### src/rdsd_pkg.sv
package rdsd_pkg;

	localparam int ADDR_W = 5;
	localparam int DATA_W = 32;
	localparam int AMP_W = 24;
	localparam int TIME_W = 32;
	localparam int COS_W = 16;
	localparam int DIV_Q_W = 24;
	localparam int DIV_NUM_W = AMP_W + TIME_W;
	localparam int DIV_STAGES = DIV_Q_W;
	localparam int OUT_W = 32;

	typedef enum logic [2:0] {
		REG_DC_LEVEL  = 3'd0,
		REG_AC_AMP    = 3'd1,
		REG_PH_STEP   = 3'd2,
		REG_PH_OFFSET = 3'd3,
		REG_DELAY     = 3'd4,
		REG_RISE      = 3'd5,
		REG_ENV_END   = 3'd6,
		REG_NONE      = 3'd7
	} reg_idx_t;

	typedef struct packed {
		logic signed [AMP_W-1:0] dc_level;
		logic signed [AMP_W-1:0] ac_amplitude;
		logic [31:0]             phase_step;
		logic [15:0]             phase_offset;
		logic [TIME_W-1:0]       delay_ticks;
		logic [TIME_W-1:0]       rise_ticks;
		logic [TIME_W-1:0]       envelope_end_ticks;
	} cfg_t;

	// per-item control carried alongside the divider
	typedef struct packed {
		logic                    ramp_on;
		logic                    env_on;
		logic                    dc_neg;
		logic                    env_neg;
		logic signed [COS_W-1:0] cos_val;
	} side_t;

	typedef struct packed {
		logic [TIME_W-1:0]  rem;
		logic [DIV_Q_W-1:0] low;
		logic [DIV_Q_W-1:0] q;
	} div_lane_t;

	function automatic div_lane_t div_step(input div_lane_t a, input logic [TIME_W-1:0] den);
		logic [TIME_W:0] trial;
		div_lane_t r;
		trial = {a.rem, a.low[DIV_Q_W-1]};
		r.low = {a.low[DIV_Q_W-2:0], 1'b0};
		if (trial >= {1'b0, den}) begin
			r.rem = TIME_W'(trial - {1'b0, den});
			r.q = {a.q[DIV_Q_W-2:0], 1'b1};
		end else begin
			r.rem = trial[TIME_W-1:0];
			r.q = {a.q[DIV_Q_W-2:0], 1'b0};
		end
		return r;
	endfunction

	// cos(pi/2 * x), x in Q30, result Q15
	function automatic longint quarter_cos(input longint x);
		longint u;
		longint p;
		longint c;
		u = (x * x) >>> 30;
		p = 64'sd27061;
		p = 64'sd987048 - ((p * u) >>> 30);
		p = 64'sd22401992 - ((p * u) >>> 30);
		p = 64'sd272375562 - ((p * u) >>> 30);
		p = 64'sd1324675879 - ((p * u) >>> 30);
		c = 64'sd1073741824 - ((p * u) >>> 30);
		if (c < 0)
			c = 0;
		c = (c + 64'sd16384) >>> 15;
		if (c > 64'sd32767)
			c = 64'sd32767;
		return c;
	endfunction

	function automatic logic signed [COS_W-1:0] cos_entry(input int k, input int bits);
		int q;
		longint qmask;
		longint x;
		longint v;
		qmask = (longint'(1) << (bits - 2)) - 1;
		q = (k >> (bits - 2)) & 3;
		x = (longint'(k) & qmask) << (32 - bits);
		case (q)
			0:       v = quarter_cos(x);
			1:       v = -quarter_cos(64'sd1073741824 - x);
			2:       v = -quarter_cos(x);
			default: v = quarter_cos(64'sd1073741824 - x);
		endcase
		return COS_W'(v);
	endfunction

endpackage

### src/rdsd_back.sv
module rdsd_back
	import rdsd_pkg::*;
(
	input  logic               clk,
	input  logic               arst_n,
	input  cfg_t               cfg,
	input  logic               in_valid,
	input  logic [DIV_Q_W-1:0] dc_quot,
	input  logic [DIV_Q_W-1:0] env_quot,
	input  side_t              side,
	output logic               result_valid,
	output logic [OUT_W-1:0]   source_value,
	output logic               saturated
);

	localparam int PROD_W = AMP_W + COS_W;
	localparam int AC_W = PROD_W + 1 - 15;

	logic                     valid_s1, valid_s2, valid_q;
	logic signed [AMP_W-1:0]  dc_s1, amp_s1, dc_s2;
	logic signed [COS_W-1:0]  cos_s1;
	logic signed [PROD_W-1:0] prod_s2;
	logic [OUT_W-1:0]         value_q;
	logic                     sat_q;

	logic signed [AMP_W-1:0]  dc_sel, amp_sel;
	logic signed [PROD_W:0]   rnd;
	logic signed [AC_W-1:0]   ac_term;
	logic signed [OUT_W:0]    sum;

	always_comb begin
		if (side.ramp_on)
			dc_sel = side.dc_neg ? -$signed(dc_quot) : $signed(dc_quot);
		else
			dc_sel = cfg.dc_level;
		if (side.env_on)
			amp_sel = side.env_neg ? -$signed(env_quot) : $signed(env_quot);
		else
			amp_sel = cfg.ac_amplitude;
	end

	// round to nearest, ties up, is floor((p + 2^14) / 2^15)
	assign rnd     = $signed({prod_s2[PROD_W-1], prod_s2}) + (PROD_W+1)'(16384);
	assign ac_term = rnd[PROD_W:15];
	assign sum     = (OUT_W+1)'(dc_s2) + (OUT_W+1)'(ac_term);

	always_ff @(posedge clk or negedge arst_n) begin
		if (!arst_n) begin
			valid_s1 <= 1'b0;
			valid_s2 <= 1'b0;
			valid_q  <= 1'b0;
		end else begin
			valid_s1 <= in_valid;
			valid_s2 <= valid_s1;
			valid_q  <= valid_s2;
		end
	end

	always_ff @(posedge clk) begin
		dc_s1   <= dc_sel;
		amp_s1  <= amp_sel;
		cos_s1  <= side.cos_val;
		dc_s2   <= dc_s1;
		prod_s2 <= amp_s1 * cos_s1;
		if (sum[OUT_W] != sum[OUT_W-1]) begin
			value_q <= sum[OUT_W] ? {1'b1, {(OUT_W-1){1'b0}}} : {1'b0, {(OUT_W-1){1'b1}}};
			sat_q   <= 1'b1;
		end else begin
			value_q <= sum[OUT_W-1:0];
			sat_q   <= 1'b0;
		end
	end

	assign result_valid = valid_q;
	assign source_value = value_q;
	assign saturated    = sat_q;

endmodule

### config.mk
export PLATFORM = sky130hd
export DESIGN_NAME = rdsd_back
export DESIGN_NICKNAME = d
export VERILOG_FILES = /design/src/rdsd_pkg.sv /design/src/rdsd_back.sv
export SDC_FILE = /design/constraint.sdc
export NUM_CORES = 1
export LEC_CHECK = 0
export ABC_AREA = 1
export BUFFER_PORTS_ARGS = -buffer_cell sky130_fd_sc_hd__buf_4
export CORE_UTILIZATION = 50
export DETAILED_ROUTE_END_ITERATION = 10
export PLACE_DENSITY = 0.71
export SLEW_MARGIN = 0
export SYNTH_ARGS = -nofsm -noshare
export SYNTH_HDL_FRONTEND = slang
export SYNTH_SLANG_ARGS = --single-unit
### constraint.sdc
create_clock -name clk -period 6.6 [get_ports clk]
set_input_delay 0.99 -clock clk [delete_from_list [all_inputs] [get_ports clk]]
set_output_delay 0.99 -clock clk [all_outputs]
set_load 0.005 [all_outputs]
; Yosys cells after proc, flatten, opt, wreduce, memory -nomap -nowiden
; Cells that the tools add are included.
[op_classes]
multipliers = 1
n_addsub = 4
n_eq_ne = 1
muxes = 7
[ops]
columns = op, n
row1 = $mux 24, 4
row2 = $mux 32, 2
row3 = $neg 24->24, 2
row4 = $add 40x16->41 const B, 1
row5 = $mul 24x16->40, 1
row6 = $add 24x26->27, 1
row7 = $mux 1, 1
row8 = $ne 1x1->1, 1
[word_totals]
word_cells = 23
input_bits = 263
ff_bits = 164

; Longest topological paths before layout
[logic_depth]
word_depth = 4
depth_mapped = 29
depth_no_buf = 27

; Least setup slack after synthesis
; Ideal clock, no wire load.
[synth_path]
kind = register -> register
start = register amp_s1[7]
end = register prod_s2[32]
path_stages_with_launch = 25
required_ns = 6.488
slack_ns = 1.109
synth_period_minus_slack_ns = 5.491
arrival_time_ns = 5.378
path_buffers = 2
cell_sequence = dfxtp_1 -> clkbuf_1 -> clkbuf_1 -> nand2_1 -> fa_1 -> inv_1 -> fa_1 -> inv_1 -> fa_1 -> inv_1 -> fa_1 -> fa_1 -> inv_1 -> fa_1 -> inv_1 -> ha_1 -> nand2_1 -> nor2_1 -> inv_1 -> nor3_1 -> nand2_2 -> nand2_4 -> nand2_1 -> nand3_1 -> nand2_1
[synth_between]
elab_chain_cells = 1
[synth_rtl]
columns = element, line
row1 = "start, declared", rdsd_back.sv:20  ; logic signed [AMP_W-1:0] dc_s1, amp_s1, dc_s2;
row2 = "start signal, assigned", rdsd_back.sv:61  ; amp_s1 <= amp_sel;
row3 = $mul 24x16->40, rdsd_back.sv:64  ; prod_s2 <= amp_s1 * cos_s1;
row4 = "end signal, assigned", rdsd_back.sv:64
row5 = "end, declared", rdsd_back.sv:22  ; logic signed [PROD_W-1:0] prod_s2;
; No other way between the ends.

; Worst setup path after layout
[layout_path]
start = register cos_s1[10]
end = register prod_s2[30]
[layout_between]
elab_chain_cells = 1
[layout_rtl]
columns = element, line
row1 = "start, declared", rdsd_back.sv:21  ; logic signed [COS_W-1:0] cos_s1;
row2 = "start signal, assigned", rdsd_back.sv:62  ; cos_s1 <= side.cos_val;
row3 = $mul 24x16->40, rdsd_back.sv:64
; No other way between the ends.

==> summary.txt <==
CP Class -> flop to flop
Sinks on the clock net -> 144
Number of buffers on the longest clock path -> 2
Die width -> 209 µm
Number of hold-slack violations in the final timing report -> 0
Accumulated negative setup slack -> 0 ns
CTS tree -> yes
Outcome -> complete, no violations
Avg Cell Area, Syn -> 7.56 µm²
Global-route usage over all layers -> 27.9%
Number of nets in the layout -> 3,719
Final Routed Wirelength -> 56,800 µm
I/O pins -> 297
Final Wtd Congestion -> 0.939
Startpoint Class -> flop
Critical path data arrival time -> 6.48 ns
Highest attainable clock frequency -> 163 MHz
Final setup skew -> 0.0279 ns
Number of inserted filler cells in the final layout -> 4,016
Final-report max-slew violation count -> 0
Wire length of the first global-routing pass -> 96,000 µm
Total inserted antenna cells -> 0
CP Data Required Time -> 6.94 ns
Post-synthesis register bit count -> 144
Pin count of the biggest net entering global routing -> 36
Die Ht -> 209 µm
Total setup violations reported at the end of the flow -> 0
Standard-cell row count -> 75
Number of levels the H-tree was split into -> 4
Die area -> 43,600 µm²
Clock insertion delay at the later pin of the skew report -> 0.49 ns
Post-synthesis cell area -> 21,400 µm²
Post-cts sizing count -> 0
Cts-stage hold buffer count -> 0
Buffers inserted by post-CTS timing repair -> 0
R2R setup slack -> 0.46 ns
Max-cap viol count -> 0
Hold Crit Class -> input port to async pin
Iteration-0 DRC count of the detailed router -> 1,209
DRC violations left -> 0
Total core area -> 42,000 µm²
Half-perimeter wire length of the detailed placement result -> 48,700 µm
Share of the yosys chip area belonging to registers -> 13.6%
Leading cell types in the layout, fill and taps excluded -> inv_1 (715), nand2_1 (714), fa_1 (374)
Total overflow reported by the global router -> 0
Minimum hold slack -> 0.296 ns
Number of input and output port buffers inserted -> 151
Count of placed standard cells including taps -> 3,478
Number of optimization iterations in the first detailed-route pass -> 6
Slew at the pin closest to its max-slew limit -> 1.09 ns
Root Buffer -> clkbuf_16
Number of nets in the synthesized netlist -> 3,589
Number of warnings printed during yosys synthesis -> 0
Via count of the first global-routing pass -> 19,200
Average via count per standard cell -> 5.10
Kind of capture point of the worst setup path -> flop
Yosys cell types -> 45
CP Max Fanout -> 20
Most common cell after layout, fill and taps aside -> inv_1
TritonCTS buffer count -> 17
Clock-pin slew of the registers on the worst-case setup and hold paths -> 0.06 ns
Minimum period implied by the final worst setup slack -> 6.14 ns
Area growth from synthesis to layout -> 11.4%
Setup repair after global routing missed its margin -> false
Post-Synthesis Cells -> 2,828
Effective utilization at floorplan -> 50.8%
Final cycle utilization of the critical path -> 93.0%
Number of vias after detailed routing -> 17,900
WL/cell -> 16.2 µm
Non-filler cells, final -> 3,510
Residual antenna-violating net count after detailed routing -> 0
Share of layout cells above drive strength 1 -> 9.02%
Initial antenna violation count -> 0
Worst-case headroom to the max-slew limit -> 27.4%
[state kept, by name (all words and copies together), names as in the netlist]
name          cells
valid_s2          1
valid_s1          1
prod_s2          26
dc_s1            24
source_value     27
amp_s1           24
result_valid      1
cos_s1           16
dc_s2            24
[cell usage after synthesis]
cell type	number	area, µm²
conb_1	1	3.75
a21o_1	8	60.1
a21oi_2	1	8.76
buf_4	6	45.0
nor3_4	2	32.5
xor2_1	64	561
o21ai_1	1	5.00
nor2_1	193	724
buf_2	1	5.00
nand2_4	2	22.5
o211ai_1	2	15.0
nor4_1	7	43.8
a21oi_1	76	380
dfxtp_1	141	2820
fa_1	374	7490
a31oi_1	17	106
clkbuf_1	84	315
nor2_2	4	25.0
clkinv_1	1	3.75
or2_1	2	12.5
nand3b_1	10	75.1
buf_1	1	3.75
nand4_2	1	12.5
ha_1	124	1550
nand2_1	714	2680
o31a_1	1	8.76
nand4_1	21	131
nor3_1	25	125
inv_1	715	2680
o21bai_1	14	105
o31ai_1	1	7.51
nand2_2	7	43.8
o211ai_2	1	12.5
a211oi_1	1	7.51
dfrtp_1	3	75.1
and3_1	1	6.26
nand3_1	72	360
o21a_1	3	22.5
nor3_2	3	30.0
inv_2	3	11.3
xnor2_1	31	272
nand3_2	1	10.0
o21ai_0	78	390
a21boi_0	2	15.0
or2_2	8	50.1
[layer usage]
| metal | wire, µm | vias up | GRT usage [%] | part of all wire [%] |
|---|---|---|---|---|
| met1 | 25000 | 8623 | 37.2 | 44 |
| met2 | 26400 | 647 | 45.4 | 47 |
| met3 | 3710 | 125 | 4.70 | 6.5 |
| li1 | - | 8522 | - | - |
| met5 | 0 | - | 0 | 0 |
| met4 | 1610 | 0 | 10.8 | 2.8 |
[critical path, stage by stage (launching register included)]
cell and delay, ns:
dfxtp_1 1.04, nand2_1 0.19, fa_1 0.59, inv_1 0.08, fa_1 0.55, fa_1 0.43
fa_1 0.46, fa_1 0.49, inv_1 0.05, fa_1 0.47, inv_1 0.04, ha_1 0.36
a21oi_1 0.23, o21ai_0 0.21, a21boi_0 0.36, nor2_1 0.10, nor2_1 0.15, nand2_1 0.07
nand2_1 0.06, nand2_1 0.07
[layout make-up]
cell class	instances	area (µm²)	share of cell area (%)
repair buffers	203	1520	6.40
clock buffers	18	450	1.89
well taps	539	674	2.83
inverters	719	2700	11.3
flip-flops and latches	144	2900	12.2
multi-input cells	1873	15400	64.7
clock inverters	14	163	0.683
[cells by family after synthesis]
| kind of cell | count (synthesis) | synth area share, % |
|---|---|---|
| other cells | 1 | 0.0175 |
| flops | 144 | 13.6 |
| simple gates | 1073 | 20.5 |
| fa+ha+maj | 498 | 42.3 |
| xor+xnor | 95 | 3.89 |
| buf+inv | 811 | 14.4 |
| compound gates | 206 | 5.36 |
[worst paths after layout]
| path | cells after the start | endpoint | start |
|---|---|---|---|
| setup / recovery | 19 | prod_s2[30] | cos_s1[10] |
| hold / removal | 1 | result_valid | arst_n |
| setup reg to reg | 19 | prod_s2[30] | cos_s1[10] |
| hold reg to reg | 0 | dc_s2[18] | dc_s1[18] |
| max in group asynchronous | 1 | valid_s1 | arst_n |
| min in group clk | 0 | dc_s2[18] | dc_s1[18] |
[per-stage QoR]
stage | setup WS (ns) | area [µm²] | utilization [%]
after global routing | 0.0972 | 23800 | 56.6
after floorplan | 1.11 | 21400 | -
after global placement | 0.585 | 23200 | 55.2
after CTS | 0.500 | 23800 | 56.6
final | 0.460 | 23800 | 56.6
after detailed placement | 0.521 | 23200 | 55.2
Power is left out: the tool's default activity adds up to more than one toggle a clock period on the data nets, which glitch-free logic cannot reach.
