===== config.mk =====
export PLATFORM = sky130hd
export DESIGN_NAME = rdsd_regs
export DESIGN_NICKNAME = d
export VERILOG_FILES = /design/src/rdsd_pkg.sv /design/src/rdsd_regs.sv
export SDC_FILE = /design/constraint.sdc
export NUM_CORES = 1
export LEC_CHECK = 0
export BUFFER_PORTS_ARGS = -buffer_cell sky130_fd_sc_hd__clkbuf_2
export CORE_ASPECT_RATIO = 0.7
export CORE_UTILIZATION = 40
export CTS_CLUSTER_DIAMETER = 200
export CTS_CLUSTER_SIZE = 16
export DETAILED_ROUTE_END_ITERATION = 8
export PLACE_DENSITY_LB_ADDON = 0.3
export SETUP_SLACK_MARGIN = 0.1
export SLEW_MARGIN = 20
export SYNTH_ARGS = -nofsm -noshare
export SYNTH_HDL_FRONTEND = slang
export SYNTH_SLANG_ARGS = --single-unit

===== constraint.sdc =====
create_clock -name clk -period 1.6 [get_ports clk]
set_clock_uncertainty 0.05 [all_clocks]
set_input_delay 0.32 -clock clk [delete_from_list [all_inputs] [get_ports clk]]
set_output_delay 0.32 -clock clk [all_outputs]
set_load 0.05 [all_outputs]

===== src/rdsd_pkg.sv =====
package rdsd_pkg;

	localparam int ADDR_W = 5;
	localparam int DATA_W = 32;
	localparam int AMP_W = 24;
	localparam int TIME_W = 32;
	localparam int COS_W = 16;
	localparam int DIV_Q_W = 24;
	localparam int DIV_NUM_W = AMP_W + TIME_W;
	localparam int DIV_STAGES = DIV_Q_W;
	localparam int OUT_W = 32;

	typedef enum logic [2:0] {
		REG_DC_LEVEL  = 3'd0,
		REG_AC_AMP    = 3'd1,
		REG_PH_STEP   = 3'd2,
		REG_PH_OFFSET = 3'd3,
		REG_DELAY     = 3'd4,
		REG_RISE      = 3'd5,
		REG_ENV_END   = 3'd6,
		REG_NONE      = 3'd7
	} reg_idx_t;

	typedef struct packed {
		logic signed [AMP_W-1:0] dc_level;
		logic signed [AMP_W-1:0] ac_amplitude;
		logic [31:0]             phase_step;
		logic [15:0]             phase_offset;
		logic [TIME_W-1:0]       delay_ticks;
		logic [TIME_W-1:0]       rise_ticks;
		logic [TIME_W-1:0]       envelope_end_ticks;
	} cfg_t;

	// per-item control carried alongside the divider
	typedef struct packed {
		logic                    ramp_on;
		logic                    env_on;
		logic                    dc_neg;
		logic                    env_neg;
		logic signed [COS_W-1:0] cos_val;
	} side_t;

	typedef struct packed {
		logic [TIME_W-1:0]  rem;
		logic [DIV_Q_W-1:0] low;
		logic [DIV_Q_W-1:0] q;
	} div_lane_t;

	function automatic div_lane_t div_step(input div_lane_t a, input logic [TIME_W-1:0] den);
		logic [TIME_W:0] trial;
		div_lane_t r;
		trial = {a.rem, a.low[DIV_Q_W-1]};
		r.low = {a.low[DIV_Q_W-2:0], 1'b0};
		if (trial >= {1'b0, den}) begin
			r.rem = TIME_W'(trial - {1'b0, den});
			r.q = {a.q[DIV_Q_W-2:0], 1'b1};
		end else begin
			r.rem = trial[TIME_W-1:0];
			r.q = {a.q[DIV_Q_W-2:0], 1'b0};
		end
		return r;
	endfunction

	// cos(pi/2 * x), x in Q30, result Q15
	function automatic longint quarter_cos(input longint x);
		longint u;
		longint p;
		longint c;
		u = (x * x) >>> 30;
		p = 64'sd27061;
		p = 64'sd987048 - ((p * u) >>> 30);
		p = 64'sd22401992 - ((p * u) >>> 30);
		p = 64'sd272375562 - ((p * u) >>> 30);
		p = 64'sd1324675879 - ((p * u) >>> 30);
		c = 64'sd1073741824 - ((p * u) >>> 30);
		if (c < 0)
			c = 0;
		c = (c + 64'sd16384) >>> 15;
		if (c > 64'sd32767)
			c = 64'sd32767;
		return c;
	endfunction

	function automatic logic signed [COS_W-1:0] cos_entry(input int k, input int bits);
		int q;
		longint qmask;
		longint x;
		longint v;
		qmask = (longint'(1) << (bits - 2)) - 1;
		q = (k >> (bits - 2)) & 3;
		x = (longint'(k) & qmask) << (32 - bits);
		case (q)
			0:       v = quarter_cos(x);
			1:       v = -quarter_cos(64'sd1073741824 - x);
			2:       v = -quarter_cos(x);
			default: v = quarter_cos(64'sd1073741824 - x);
		endcase
		return COS_W'(v);
	endfunction

endpackage


===== src/rdsd_regs.sv =====
module rdsd_regs
	import rdsd_pkg::*;
(
	input  logic              clk,
	input  logic              arst_n,
	input  logic              psel,
	input  logic              penable,
	input  logic              pwrite,
	input  logic [ADDR_W-1:0] paddr,
	input  logic [DATA_W-1:0] pwdata,
	output logic [DATA_W-1:0] prdata,
	output logic              pready,
	output cfg_t              cfg
);

	cfg_t     cfg_q;
	reg_idx_t idx;
	logic     wr_en;

	assign idx    = reg_idx_t'(paddr[ADDR_W-1:2]);
	assign pready = 1'b1;
	assign wr_en  = psel && penable && pwrite;
	assign cfg    = cfg_q;

	always_ff @(posedge clk or negedge arst_n) begin
		if (!arst_n) begin
			cfg_q <= '0;
		end else if (wr_en) begin
			unique case (idx)
				REG_DC_LEVEL:  cfg_q.dc_level <= pwdata[AMP_W-1:0];
				REG_AC_AMP:    cfg_q.ac_amplitude <= pwdata[AMP_W-1:0];
				REG_PH_STEP:   cfg_q.phase_step <= pwdata;
				REG_PH_OFFSET: cfg_q.phase_offset <= pwdata[15:0];
				REG_DELAY:     cfg_q.delay_ticks <= pwdata;
				REG_RISE:      cfg_q.rise_ticks <= pwdata;
				REG_ENV_END:   cfg_q.envelope_end_ticks <= pwdata;
				default: ;
			endcase
		end
	end

	always_comb begin
		unique case (idx)
			REG_DC_LEVEL:  prdata = DATA_W'(cfg_q.dc_level);
			REG_AC_AMP:    prdata = DATA_W'(cfg_q.ac_amplitude);
			REG_PH_STEP:   prdata = cfg_q.phase_step;
			REG_PH_OFFSET: prdata = {16'b0, cfg_q.phase_offset};
			REG_DELAY:     prdata = cfg_q.delay_ticks;
			REG_RISE:      prdata = cfg_q.rise_ticks;
			REG_ENV_END:   prdata = cfg_q.envelope_end_ticks;
			default:       prdata = '0;
		endcase
	end

endmodule


# Yosys cells after proc, flatten, opt, wreduce, memory -nomap -nowiden
# Cells that the tools add are included.
# W data, S select, Z words.
dict set report op_classes {
  reduce_logical 10
  n_eq_ne 6
  muxes 1
}
# op count
set op_table {}
lappend op_table {{$pmux W32 S7} 1}
lappend op_table {{$reduce_and A2 Y1} 7}
lappend op_table {{$eq A3 B3 Y1 const B} 3}
lappend op_table {{$eq A3 B2 Y1 const B} 2}
lappend op_table {{$eq A3 B1 Y1 const B} 1}
lappend op_table {{$logic_not A3 Y1} 1}
lappend op_table {{$logic_and A1 B1 Y1} 2}
dict set report totals {
  word_cells 24
  input_bits 42
  ff_bits 192
  out_inout_bits 225
}

# Depth between registers and ports, before layout
# Gate-level depths: netlist of the first run.
dict set report logic_depth {
  depth_word 3
  ltp_mapped 6
  mapped_depth_nobuf 3
}

# Worst setup path before layout of the first run
# No wires, ideal clock.
dict set report synth_path {
  path_type {input-to-output}
  start {input port paddr[3]}
  end {output port prdata[0]}
  t_arrival_ns 2.095
  path_stages 6
  path_slack_ns -0.865
  n_path_buf 3
  required_time_ns 1.230
  cell_sequence {buf_4 > buf_4 > buf_4 > mux2i_1 > or2_2 > a31oi_1}
}
dict set report synth_between {
  elab_chain_len 2
  elab_cells_between_ends 8
  cone_classes {eq/ne: 6; mux: 1; reduce/logical: 1}
}
# item line
set synth_lines {}
lappend synth_lines {{from (decl)} rdsd_regs.sv:9} ;# input logic [ADDR_W-1:0] paddr,
lappend synth_lines {{$eq A3 B3 Y1, or another cell as far along} rdsd_regs.sv:43} ;# unique case (idx)
lappend synth_lines {{$pmux W32 S7 *} rdsd_regs.sv:43}
lappend synth_lines {{to (decl)} rdsd_regs.sv:11} ;# output logic [DATA_W-1:0] prdata,
# Mark *: on every way between the ends. The rest lies on a longest branch, timed or not.

# Worst setup path after layout of the first run
dict set report layout_path {
  start {register cfg_q (netlist bit cfg[188])}
  end {output port prdata[20]}
}
dict set report layout_between {
  elab_chain_len 1
}
# item line
set layout_lines {}
lappend layout_lines {{from (decl)} rdsd_regs.sv:16} ;# cfg_t cfg_q;
lappend layout_lines {{$pmux W32 S7} rdsd_regs.sv:43}
# Every way passes these cells.

==> results of run 1 <==
final cells by class:
cell class | count | share of cell area [%]
clock buffers | 18 | 2.57
well taps | 276 | 2.07
inverters | 1 | 0.0225
multi-input cells | 393 | 28.5
flip-flops and latches | 192 | 28.9
repair buffers | 492 | 37.0
clock inverters | 12 | 0.961
cell families (layout without fill, tap and decap cells):
family                 Yosys count  count (layout)  share of synthesized area (%)
other                            1               1                         0.0426
muxes                          256             256                           32.2
and+or+nand+nor                 61              61                           3.88
buffers and inverters           46             523                           2.76
AOI/OAI and AO/OA               75              75                           6.46
DFF                            192             192                           54.6
per-stage QoR:
step                      worst slack, ps  instance area, um2  total power [mW]  TNS (ps)
after floorplan                      -490                9640              12.3    -12430
after global placement               -566               11900              14.4    -90230
after detailed placement             -574               11900              14.5    -94290
after CTS                            -511               15400              21.5    -11150
after global routing                 -573               16700              23.4    -14340
final                                -528               16700              22.7    -12590
critical path, cell delays in order (launching register included):
cell	delay, ps
dfrtp_1	400
mux2_4	280
a221oi_2	270
buf_4	170
a31oi_4	40
buf_8	170
cells in the mapped netlist, types with 2 or more instances:
cell / count / area share [%]
a211oi_1: 2 / 0.17
a21o_1: 2 / 0.17
a21oi_1: 2 / 0.11
a221oi_1: 3 / 0.30
a22o_1: 17 / 1.7
a22oi_1: 9 / 0.77
a31oi_1: 19 / 1.4
a32oi_1: 9 / 0.90
buf_2: 20 / 1.1
buf_4: 12 / 1.0
clkbuf_1: 12 / 0.51
dfrtp_1: 192 / 55
mux2_1: 9 / 1.2
mux2_2: 198 / 25
mux2i_1: 48 / 5.5
nand2_1: 28 / 1.2
nand2b_1: 2 / 0.14
nand3_1: 2 / 0.11
nor2_1: 3 / 0.13
nor2_2: 4 / 0.28
nor2b_1: 4 / 0.28
o211ai_1: 9 / 0.77
o21ai_0: 2 / 0.11
or2_2: 12 / 0.85
routing by layer:
| metal | routed length, um | vias up |
|---|---|---|
| met5 | 0 | - |
| met4 | 850 | 0 |
| met3 | 2210 | 73 |
| met2 | 17200 | 357 |
| met1 | 15300 | 4048 |
| li1 | - | 3263 |
path summary, 6_finish.rpt:
| kind | endpoint | cells past startpoint |
|---|---|---|
| hold / removal | cfg[139]$_DFFE_PN0P_ | 2 |
| hold reg to reg | cfg[36]$_DFFE_PN0P_ | 1 |
| max in group asynchronous | cfg[73]$_DFFE_PN0P_ | 3 |
| setup reg to reg | cfg[184]$_DFFE_PN0P_ | 4 |
| setup / recovery | prdata[20] | 5 |
| min in group asynchronous | cfg[160]$_DFFE_PN0P_ | 2 |
timing repair:
action / in CTS / in global routing
hold buffers: 1 / 0
endpoints found under the setup margin: 284 / 232
hold endpoints to repair: 32 / 0
pin swaps: 25 / 28
resized for setup: 433 / 290
buffers inserted: 74 / 83
cloned: 4 / 5
report_power, final:
| part | switching (mW) | internal (mW) |
|---|---|---|
| combinational | 6.22 | 5.36 |
| clock | 1.98 | 2.46 |
| sequential | 0.866 | 5.81 |
==> impl_metrics.toml, run 1 <==
[routing]
first_pass_iters = 8
finalWirelength_um = 35600
drc = 36
vias = 7741
viasPerCell = 5.59
drtIter0Drc = 440
wl_per_cell_um = 25.7
drtAntennaViolNets = 0

[logic_synthesis]
ys.flop_type = "dfrtp_1"
synthArstFlopShare_pct = 100
synthDistinctLibCells = 35
post_synth.cell_area_avg_um2 = 13.9
synth_cells = 631
ys_seq_area_share_pct = 54.6
ys_ff_latch = 192
synth_edf_count = 0
synth_warnings = 0
synthesis.area_mm2 = 0.00879
synth_fp_nets = 673

[placed_design]
port_buffers = 263
dp.cells = 1216
hpwl_um = 19300
place.gp.congestion = 0.812

[floorplan]
num_rows = 44
die_x_um = 179
die_h_um = 126
coreArea_mm2 = 0.0211
ios = 267
initial_core_util_pct = 41.6
die-area_mm2 = 0.0226

[global_routing]
use_met3_pct = 6.55
gr-total-overflow = 0
antenna_found_initial = 0
busiest_layer = "met2"
globalRouteMet2Util_pct = 46.5
use_met1_pct = 39.2
grt_pass1_wl_um = 48400
grt_pass1_vias = 7763
gr-usage-all-layers_pct = 28.8
grt_max_degree = 52

[sta]
slew_viol_final = 0
finalCritPeriodShare_pct = 133
fin_hold_ws_ps = 119
worst_slack_ps = -528
finalCriticalPeriod_ps = 2130
fmax_ghz = 0.470
rsz0062_at_grt = "yes"
hold_violations = 0
finalSetupViolCount = 38

[outcome]
status = "finished, violations left"
violations = "design-rule violations, negative setup slack"

[layout]
final_nets = 1139
final-instance-count-excl-fill = 1384
fillerInstances = 1111
fin_util_pct = 78.9
final_cell_mix = "183 x dfrtp_1, 119 x mux2_4, 101 x buf_6, 93 x buf_4, 92 x clkbuf_16"
seq_area_mm2 = 0.00482
syn_to_final_growth_pct = 89.6
multiInputGateArea_mm2 = 0.00475
drive_above_1_share_pct = 72.7
antenna_cells = 0
largest_reg_flops = 192
mostFrequentLayoutCell = "dfrtp_1"

[clocking]
clock_latency_ps = 440
clock_sinks = 192
cts_tree = "done"
path_clk_slew_ps = 70
numCtsBuffers = 17
clock_path_buffers = 2
htreeDepth = 4
cts_root_buf = "clkbuf_16"

[setup_path]
critPathLaunchType = "flip-flop"
arrival_ps = 1760
cp_max_fo = 2
worst_ep_required_time_ps = 1230
r2r_setup_slack_ps = 400
r2r_start = "cfg[184]$_DFFE_PN0P_"
cp-startpoint = "cfg[188]$_DFFE_PN0P_"
worstSetupPathType = "reg -> out"
end_kind = "output pin"

[flow_run]
max-cap-violations = 0

[power]
ir_drop_v = 0.000741
power_density_mw_per_mm2 = 1360
p_leak_nw = 7.88

[worst_hold_path]
hold_path.class = "in -> reg"
hp-start = "pwdata[27]"
Power figures use the tool's default switching activity.
==> inputs of run 2 (changes only) <==
clock period = 1.83 ns   (was 1.6 ns; I/O delays follow)
==> impl_metrics.toml, run 2 (synthesis results as in run 1) <==
[power]
clockPowerShare_pct = 22.2
power_density_mw_per_mm2 = 1240
swShare_pct = 43.1
p_comb_share_pct = 44.4
ir_drop_v = 0.000730
switchingPower_mw = 7.40
internal-power_mw = 9.78
pwr-share-seq_pct = 33.3
p_leak_nw = 6.79

[global_routing]
grt_pass1_vias = 7325
gr-usage-all-layers_pct = 26.1
gr-total-overflow = 0
grt_pass1_wl_um = 43900
grt_max_degree = 56
antenna_found_initial = 0

[setup_path]
worst_ep_required_time_ps = 1410
cpPeakStageDelay_ps = 400
critPathLaunchType = "flip-flop"
worstPathCellList = "mux2_4, and3_4, a221o_2, buf_8"
end_kind = "output pin"
crit_buf_inv = 1
worstSetupPathType = "reg -> out"
cp_max_fo = 2
cpMaxStageDelayCell = "dfrtp_2"
arrival_ps = 1710
cp_top_family = "flip-flops"

[outcome]
violations = "design-rule violations, negative setup slack"
status = "finished, violations left"

[clocking]
clock_latency_ps = 430
clock_path_buffers = 2
cts_root_buf = "clkbuf_16"
htreeDepth = 4
numCtsBuffers = 17
path_clk_slew_ps = 70
clock_sinks = 192
cts_tree = "done"

[layout]
antenna_cells = 0
drive_above_1_share_pct = 70.9
final_cell_mix = "220 x clkbuf_2, 193 x mux2_2, 186 x dfrtp_1, 130 x buf_4, 46 x mux2i_1"
final_nets = 1099
syn_to_final_growth_pct = 57.1
largest_reg_flops = 192
finish.instance_area_mm2 = 0.0138
final-instance-count-excl-fill = 1346
mostFrequentLayoutCell = "clkbuf_2"

[worst_hold_path]
hold_path.class = "in -> reg"

[sta]
hold_violations = 0
finalCriticalPeriod_ps = 2120
finalCritPeriodShare_pct = 116
finalSetupViolCount = 32
fmax_ghz = 0.471
slew_viol_final = 0
worst_slack_ps = -294
rsz0062_at_grt = "yes"
tightest_slew_ps = 531
slew-limit-headroom_pct = 64.6

[routing]
drtAntennaViolNets = 0
finalWirelength_um = 29300
wl_per_cell_um = 21.8
drc = 32
viasPerCell = 5.30
drtIter0Drc = 439
vias = 7134
first_pass_iters = 7

[placed_design]
hpwl_um = 19000
place.gp.congestion = 0.831
placed_cell_area_mm2 = 0.0115
port_buffers = 263
post-place-ws_ps = -422
dp.cells = 1198

[floorplan]
ios = 267
num_rows = 44
die-area_mm2 = 0.0226
die_h_um = 126
initial_core_util_pct = 41.6
coreArea_mm2 = 0.0211
die_x_um = 179

[flow_run]
max-cap-violations = 0
## run 2: stage by stage
step | TNS, ps | utilization, % | power (mW) | hold WS (ps)
2_1_floorplan | -5820 | - | 10.5 | 20.4
3_3_place_gp | -42040 | 54.6 | 12.3 | 320
3_5_place_dp | -45510 | 54.6 | 12.4 | 332
4_1_cts | -5160 | 63.5 | 16.9 | 137
5_1_grt | -6450 | 65.3 | 17.9 | 148
6_report | -4780 | 65.3 | 17.2 | 155
## run 2: final timing paths
path | startpoint | end | slack, ps | cells past startpoint
setup / recovery | cfg[161]$_DFFE_PN0P_ | prdata[17] | -290 | 4
hold / removal | pwdata[30] | cfg[30]$_DFFE_PN0P_ | 150 | 2
setup reg to reg | cfg[160]$_DFFE_PN0P_ | cfg[160]$_DFFE_PN0P_ | 750 | 3
hold reg to reg | cfg[44]$_DFFE_PN0P_ | cfg[44]$_DFFE_PN0P_ | 480 | 1
max in group asynchronous | arst_n | cfg[49]$_DFFE_PN0P_ | 700 | 3
min in group asynchronous | arst_n | cfg[91]$_DFFE_PN0P_ | 420 | 2
## run 2: power by group through the flow
stage,sequential [mW],clock [mW],combinational (mW)
floorplan,8.63,0,1.88
finish,5.73,3.82,7.64
global placement,5.85,0,6.45
CTS,5.69,3.85,7.38
global route,5.84,4.06,7.95
detailed placement,5.86,0,6.51
## run 2: area by class of cell
class	instances	area, um2
inverters	1	3.75
flip-flops and latches	192	4810
multi-input cells	393	4290
fillers	1564	7330
repair buffers	452	3770
clock inverters	14	155
well taps	276	345
clock buffers	18	439
## run 2: metal layers
layer / wire, um / GRT usage [%] / vias to the layer above
li1: - / - / 3200
met1: 13600 / 36.5 / 3686
met2: 13400 / 39.6 / 228
met3: 1990 / 7.67 / 20
met4: 270 / 6.67 / 0
met5: 0 / 0 / -
## run 2: timing repair
action | 4_1_cts | 5_1_grt
cloned | 4 | 1
gates resized for setup | 119 | 63
hold buffers | 1 | 0
endpoints found under the hold margin | 43 | 0
endpoints found under the setup margin | 39 | 56
pin swaps | 30 | 15
buffers inserted | 86 | 25
